`src/hdl/mcrf_pkg.sv`:
```
// ---------------------------------------------------------------------------
// mcrf_pkg
// Shared constants, types and codes for the multi-channel ring FIFO.
// ---------------------------------------------------------------------------
package mcrf_pkg;

  // Queue geometry
  localparam int CHANNELS  = 8;
  localparam int DEPTH     = 1024;

  // Fixed field widths
  localparam int CMD_W     = 1;
  localparam int CHAN_W    = 3;
  localparam int WORD_W    = 64;
  localparam int LEN_W     = 16;
  localparam int ENTRY_W   = WORD_W + LEN_W;

  // Derived widths
  localparam int CH_IDX_W  = (CHANNELS > 1) ? $clog2(CHANNELS) : 1;
  localparam int PTR_W     = $clog2(DEPTH);
  localparam int STORE_D   = CHANNELS * DEPTH;
  localparam int ADDR_W    = (STORE_D > 1) ? $clog2(STORE_D) : 1;

  typedef logic [CH_IDX_W-1:0] ch_idx_t;
  typedef logic [PTR_W-1:0]    ptr_t;
  typedef logic [ADDR_W-1:0]   addr_t;

  // Operation codes
  localparam logic [CMD_W-1:0] CMD_PUSH = 1'b0;
  localparam logic [CMD_W-1:0] CMD_PULL = 1'b1;

  // Controller states
  typedef enum logic [1:0] {
    ST_IDLE,
    ST_EXEC,
    ST_READ,
    ST_OUT
  } state_t;

  // Controller to datapath commands
  typedef struct packed {
    logic load;     // capture the input beat
    logic exec;     // check pointers, write or issue read, update pointers
    logic capture;  // take read data into the result register
  } ctl_cmd_t;

  // Datapath to controller status
  typedef struct packed {
    logic is_pull;
    logic ok;
  } dp_status_t;

  // Step a pointer round the ring
  function automatic ptr_t ptr_advance(input ptr_t p);
    ptr_advance = (p == ptr_t'(DEPTH - 1)) ? '0 : p + ptr_t'(1);
  endfunction

endpackage

```
`src/hdl/mcrf_ctrl.sv`:
```
// ---------------------------------------------------------------------------
// mcrf_ctrl
// Sequencer for one operation at a time: accept, execute, read, present.
// ---------------------------------------------------------------------------
module mcrf_ctrl (
  input  logic                 clk,
  input  logic                 rst_n,
  input  logic                 in_valid,
  output logic                 in_stall,
  output logic                 out_valid,
  input  logic                 out_stall,
  input  mcrf_pkg::dp_status_t status,
  output mcrf_pkg::ctl_cmd_t   cmd
);

  mcrf_pkg::state_t state_r;
  mcrf_pkg::state_t state_nxt;

  // Hold the state
  always_ff @(posedge clk) begin
    if (!rst_n) begin
      state_r <= mcrf_pkg::ST_IDLE;
    end else begin
      state_r <= state_nxt;
    end
  end

  // Decide next state and drive the datapath
  always_comb begin
    state_nxt   = state_r;
    cmd         = '0;
    in_stall    = 1'b1;
    out_valid   = 1'b0;
    unique case (state_r)
      mcrf_pkg::ST_IDLE: begin
        in_stall = 1'b0;
        if (in_valid) begin
          cmd.load  = 1'b1;
          state_nxt = mcrf_pkg::ST_EXEC;
        end
      end
      mcrf_pkg::ST_EXEC: begin
        cmd.exec = 1'b1;
        if (status.is_pull && status.ok) begin
          state_nxt = mcrf_pkg::ST_READ;
        end else begin
          state_nxt = mcrf_pkg::ST_OUT;
        end
      end
      mcrf_pkg::ST_READ: begin
        cmd.capture = 1'b1;
        state_nxt   = mcrf_pkg::ST_OUT;
      end
      mcrf_pkg::ST_OUT: begin
        out_valid = 1'b1;
        if (!out_stall) begin
          state_nxt = mcrf_pkg::ST_IDLE;
        end
      end
      default: begin
        state_nxt = mcrf_pkg::ST_IDLE;
      end
    endcase
  end

endmodule

```
`config.mk`:
```
export PLATFORM = sky130hd
export DESIGN_NAME = mcrf_ctrl
export DESIGN_NICKNAME = d
export VERILOG_FILES = /design/src/hdl/mcrf_pkg.sv /design/src/hdl/mcrf_ctrl.sv
export SDC_FILE = /design/constraint.sdc
export NUM_CORES = 1
export LEC_CHECK = 0
export BUFFER_PORTS_ARGS = -buffer_cell sky130_fd_sc_hd__buf_4
export CORE_AREA = 2 2 39 41
export CTS_CLUSTER_DIAMETER = 50
export CTS_CLUSTER_SIZE = 8
export DETAILED_ROUTE_END_ITERATION = 7
export DIE_AREA = 0 0 41 43
export GPL_ROUTABILITY_DRIVEN = 0
export PLACE_DENSITY = 0.43
export SLEW_MARGIN = 10
export SYNTH_ARGS = -nofsm -noshare
export SYNTH_HDL_FRONTEND = slang
export SYNTH_SLANG_ARGS = --single-unit
```
`constraint.sdc`:
```
create_clock -name clk -period 3.1 [get_ports clk]
set_input_delay 0.31 -clock clk [delete_from_list [all_inputs] [get_ports clk]]
set_output_delay 0.31 -clock clk [all_outputs]
set_load 0.1 [all_outputs]
```
## Yosys cells after proc, flatten, opt, wreduce, memory -nomap -nowiden

Index checks and enable logic that the tools add are counted.

- Eq/ne operators: 5
- Mux-type cells: 10
- Reduce and logical (&&, ||, !) cells: 3

Operator list:

| operator | number |
|---|---|
| $pmux W2 S4 | 1 |
| $mux W1 | 7 |
| $eq A2 B2 Y1 const B | 2 |
| $mux W2 | 2 |
| $ne A2 B2 Y1 const B | 2 |
| $eq A2 B1 Y1 const B | 1 |
| $logic_not A2 Y1 | 1 |
| $reduce_and A2 Y1 | 1 |
| $logic_and A1 B1 Y1 | 1 |

- Flip-flop bits (word level): 2
- Input bits: 6
- Output and inout bits: 5

## Depth between registers and ports, before layout

Gate-level depths: netlist of run 1.

- Depth after elaboration: 3
- Mapped depth: 5

## Worst setup path after synthesis of run 1

No wires, ideal clock.

- Path type: reg-to-reg
- Start point: register state_r[1]
- End point: register state_r[0]
- Data arrival time: 1690 ps
- Required time: 2978 ps
- Path slack: 1289 ps
- Cell stages (with the launch flop): 5
- Path buffers: 0
- Clock period less this slack: 1811 ps
- Cell sequence: dfxtp_1 > ha_1 > and2_4 > a211o_1 > o311a_1

- Word-level cells in the longest chain between the ends: 3

RTL lines:

| what | RTL line | text |
|---|---|---|
| start, declared | mcrf_ctrl.sv:16 | `mcrf_pkg::state_t state_r;` |
| start signal, assigned | mcrf_ctrl.sv:22 | `state_r <= mcrf_pkg::ST_IDLE;` |
| start signal, assigned | mcrf_ctrl.sv:24 | `state_r <= state_nxt;` |
| $eq A2 B2 Y1 or $logic_not A2 Y1 (tied branches) | mcrf_ctrl.sv:34 | `unique case (state_r)` |
| $ne A2 B2 Y1 (no line) | n/a |  |
| $reduce_and A2 Y1 (no line) | n/a |  |

Several ways; a longest one is shown, not always the timed one.
A chain may end at the register's enable or synchronous reset.

==> results of run 1 <==
placed cells by master (no fill, tap or decap), drive strengths merged, types with 2 or more instances in the layout:
cell / n
buf: 10
clkbuf: 3
inv: 3
ha: 5
and2: 2
dfxtp: 2
metal layers:
| layer | global-route usage, % | vias up | part of all wire (%) |
|---|---|---|---|
| li1 | - | 98 | - |
| met1 | 7.962 | 75 | 44 |
| met2 | 6.875 | 11 | 40 |
| met3 | 5.236 | 0 | 15 |
| met4 | 8.000 | 0 | 0 |
| met5 | 0 | - | 0 |
area by class of cell:
type	instances	area (um2)
clock buffer	3	22.52
timing repair buffer	10	75.07
multi-input combinational	16	146.4
sequential	2	40.04
fill	145	1069
tap	16	20.02
inverter	3	11.26
logic make-up after synthesis:
logic type / count (synthesis)
and+or+nand+nor: 6
DFF: 2
buffers and inverters: 3
adders and majority gates: 5
AOI/OAI and AO/OA: 5
metrics by stage:
stage	utilization, %	cell area (um2)	instances
3_5_place_dp	21.16	292.8	47
2_1_floorplan	-	197.7	21
4_1_cts	22.78	315.3	50
5_1_grt	22.78	315.3	50
3_3_place_gp	21.16	292.8	47
6_report	22.78	315.3	50
worst paths after layout:
kind	from	to	slack [ns]	depth (start not counted)
max	state_r[1]$_SDFFE_PN0P_	cmd[2]	1.48	4
min	rst_n	state_r[0]$_SDFFE_PN0P_	0.34	2
max reg2reg	state_r[1]$_SDFFE_PN0P_	state_r[0]$_SDFFE_PN0P_	1.64	5
min reg2reg	state_r[1]$_SDFFE_PN0P_	state_r[1]$_SDFFE_PN0P_	0.54	2
critical path: stages (launching register included):
cell,delay (ns)
dfxtp_1,0.39
inv_1,0.10
ha_1,0.21
and2_1,0.16
buf_4,0.22
==> results.cfg, run 1 <==
[clock_tree]
clock_latency_ns = 0.23
cts.sinks = 2
cts_tree = done
h-tree-depth = 1
postCtsSetupRepairBufs = 0
clockBufferDepth = 2
clk_transition_reported_paths_ns = 0.03
cts_buffers = 3
hold_buffers = 0
cts_resized = 0
cts-root-buf = clkbuf_4

[synth]
ys_ff_latch = 2
synth_xor_area_share_pct = 0
synth_cells = 21
yosysMostFrequentCell = ha_1
synth_compound_area_share_pct = 19.62
postSynthAreaPerCell_um2 = 9.414
synthDistinctLibCells = 14
syn_area_um2 = 197.7
syn-num-nets = 32
synthSimpleGateAreaFrac_pct = 22.78
async_reset_ff_share_pct = 0
synth.area.mux_share_pct = 0
synth_edf_count = 0
synth_area_leaders = ha_1 (32%), dfxtp_1 (20%), nor2b_4 (7.0%)
ys_seq_area_share_pct = 20.25
synth_top_family_by_area = adder cells
yosys.area.top_type_share_pct = 31.65
yosysTopAreaCell = ha_1
synth_ff_type = dfxtp_1
yosysWarnings = 0
synthAdderAreaFrac_pct = 31.65
synth_commonest_cells = ha_1 (5), inv_1 (3), dfxtp_1 (2)

[floorplan]
die_y_um = 43
start_util_pct = 14.29
die-area_um2 = 1763
die_w_um = 41
core.rowCount = 14
coreArea_um2 = 1384
ios = 11

[final_layout]
largestRegisters = state_r x2
diodes = 0
regMostFlops = state_r
area_delta_synth_final_pct = 59.49
largest_register_ffs = 2
drive_above_1_share_pct = 44.12
nets = 47

[detailed_routing]
drc_errors = 0
wire_per_inst_um = 8.780
drtIter0Drc = 5
wl_um = 439
num_vias = 184
via_per_inst = 3.680
dr.pass1.iters = 4
ant_nets = 0

[sta]
rsz0062_at_grt = false
setup_ws_ns = 1.480
min_period_over_period_pct = 52.26
fin_crit_ns = 1.620
worst_pin_slew_ns = 0.2796
setup_violations = 0
slew_violations = 0
timing.setup.tns_ns = 0
fmax_mhz = 617.2
hold_viol = 0
slew_headroom_pct = 81.51
hold-worst-slack_ns = 0.3363
skew_ns = 0.004814

[setup_path]
critPathArrivalTime_ns = 1.31
path_max_fanout = 5
worstPathRequired_ns = 2.79
crit_type = flop to primary output
start_kind = flop
critPathCaptureType = primary output

[grt]
grtUsageTotal_pct = 6.907
antenna_found_initial = 0
grt_pass1_wl_um = 745
grt_max_degree = 6
grt-ovfl-total = 0
grt_pass1_vias = 186

[place]
place_ws_ns = 1.643
io_buffers = 10

[hold_path]
hold_path_class = primary input to flop

[flow_run]
cap_violations = 0

[status]
status = complete, no violations
Power of run 1 is left out: the tool's default activity adds up to more than one toggle a clock period on the data nets, which glitch-free logic cannot reach.
==> run 2, diff against run 1 <==
Settings changed: PLACE_DENSITY 0.43 to 0.45.
Clock period 3.1 ns to 1.3 ns, I/O delays scaled along.
==> results.cfg, run 2 (same netlist as run 1, synthesis figures left out) <==
[status]
violations = setup timing
status = finished, violations left

[final_layout]
final_cell_mix = buf_4 (11), ha_4 (4), clkbuf_4 (3)
largest_register_ffs = 2
area_delta_synth_final_pct = 124.1
largestRegisters = state_r x2
postLayoutCoreUtil_pct = 32.01
layout_commonest_cell = buf_4
regMostFlops = state_r
drive_above_1_share_pct = 76.32
diodes = 0
nets = 51

[floorplan]
start_util_pct = 14.29
die_y_um = 43
ios = 11
die_w_um = 41
core.rowCount = 14
die-area_um2 = 1763
coreArea_um2 = 1384

[setup_path]
slowest_delay_ns = 0.35
r2r-end = state_r[0]$_SDFFE_PN0P_
r2r_slack_ns = -0.03
critPathCaptureType = flop
start_kind = flop
crit_type = flop to flop
crit_chain = ha_4 -> and2_4 -> a211o_1 -> o311a_1
r2r_start = state_r[0]$_SDFFE_PN0P_
critPathArrivalTime_ns = 1.43
cpLargestDelayFamily = compound AO/OA/AOI/OAI gates
path_max_fanout = 4
r2r_cells = 4
cp_num_buf_inv = 0
critical-path-slowest-cell = dfxtp_4
startpoint = state_r[0]$_SDFFE_PN0P_
worstPathRequired_ns = 1.40

[clock_tree]
clockBufferDepth = 2
cts_tree = done
clock_latency_ns = 0.22
cts.sinks = 2
postCtsSetupRepairBufs = 0
cts_buffers = 3
h-tree-depth = 1
hold_buffers = 0
clk_transition_reported_paths_ns = 0.03
cts-root-buf = clkbuf_4

[hold_path]
hold_path_depth = 2
min_from = rst_n
hold_path_class = primary input to flop
hold_end = state_r[0]$_SDFFE_PN0P_

[detailed_routing]
wl_um = 501
num_vias = 211
dr.pass1.iters = 2
ant_nets = 0
wire_per_inst_um = 9.278
drc_errors = 0
drtIter0Drc = 4
via_per_inst = 3.907

[place]
io_buffers = 10

[sta]
setup_violations = 1
setup_ws_ns = -0.02813
timing.setup.tns_ns = -0.02813
slew_headroom_pct = 81.42
rsz0062_at_grt = true
slew_violations = 0
hold_viol = 0
min_period_over_period_pct = 102.2
worst_pin_slew_ns = 0.2810
fmax_mhz = 752.9
skew_ns = 0.0001990
fin_crit_ns = 1.328

[grt]
grt_pass1_wl_um = 862
antenna_found_initial = 0
grt_pass1_vias = 207
grtUsageTotal_pct = 7.808
grt-ovfl-total = 0
grt_max_degree = 5

[flow_run]
cap_violations = 0
-- run 2: through the flow --
stage / hold slack [ns] / instance area [um2] / setup WS (ns) / std cells
finish: 0.1581 / 442.9 / -0.02813 / 54
global route: 0.1524 / 442.9 / -0.08486 / 54
CTS: 0.1505 / 411.6 / -0.03532 / 54
detailed placement: 0.3938 / 354.1 / -0.1215 / 51
global placement: 0.3955 / 354.1 / -0.1076 / 51
floorplan: 0.2538 / 229.0 / -0.1209 / 21
-- run 2: timing repair --
action	4_1_cts	5_1_grt
gates resized for setup	11	6
pin swaps	1	2
setup endpoints to repair	5	5
endpoints found under the hold margin	0	0
-- run 2: worst register-to-register path, delay by kind of cell, from the launching register on --
family / cells / cell delay (ns)
AOI/OAI and AO/OA: 2 / 0.55
adders and majority gates: 1 / 0.16
DFF: 1 / 0.35
and+or+nand+nor: 1 / 0.14
-- run 2: worst max-delay path by stage --
stage,end,slack (ns),cells after the start
final,state_r[0]$_SDFFE_PN0P_,-0.03,4
after global routing,state_r[0]$_SDFFE_PN0P_,-0.08,5
after CTS,state_r[0]$_SDFFE_PN0P_,-0.04,5
after detailed placement,state_r[0]$_SDFFE_PN0P_,-0.12,5
after global placement,state_r[0]$_SDFFE_PN0P_,-0.11,5
after floorplan,state_r[0]$_SDFFE_PN0P_,-0.12,4
-- run 2: routing by layer --
layer	wire length [um]	global-route usage (%)	vias to the layer above	part of all wire (%)
met2	263	10.31	10	52
li1	-	-	106	-
met4	14	8.000	0	2.8
met1	196	8.599	93	39
met3	26	3.141	2	5.2
met5	0	0	-	0
-- run 2: cell type report --
class                   instances  area, um2
clock buffers                   3      22.52
repair buffers                 14      133.9
flip-flops and latches          2      47.55
inverters                       3      16.27
well taps                      16      20.02
multi-input cells              16      202.7
fillers                       153      940.9
Power of run 2 is left out for the same reason.
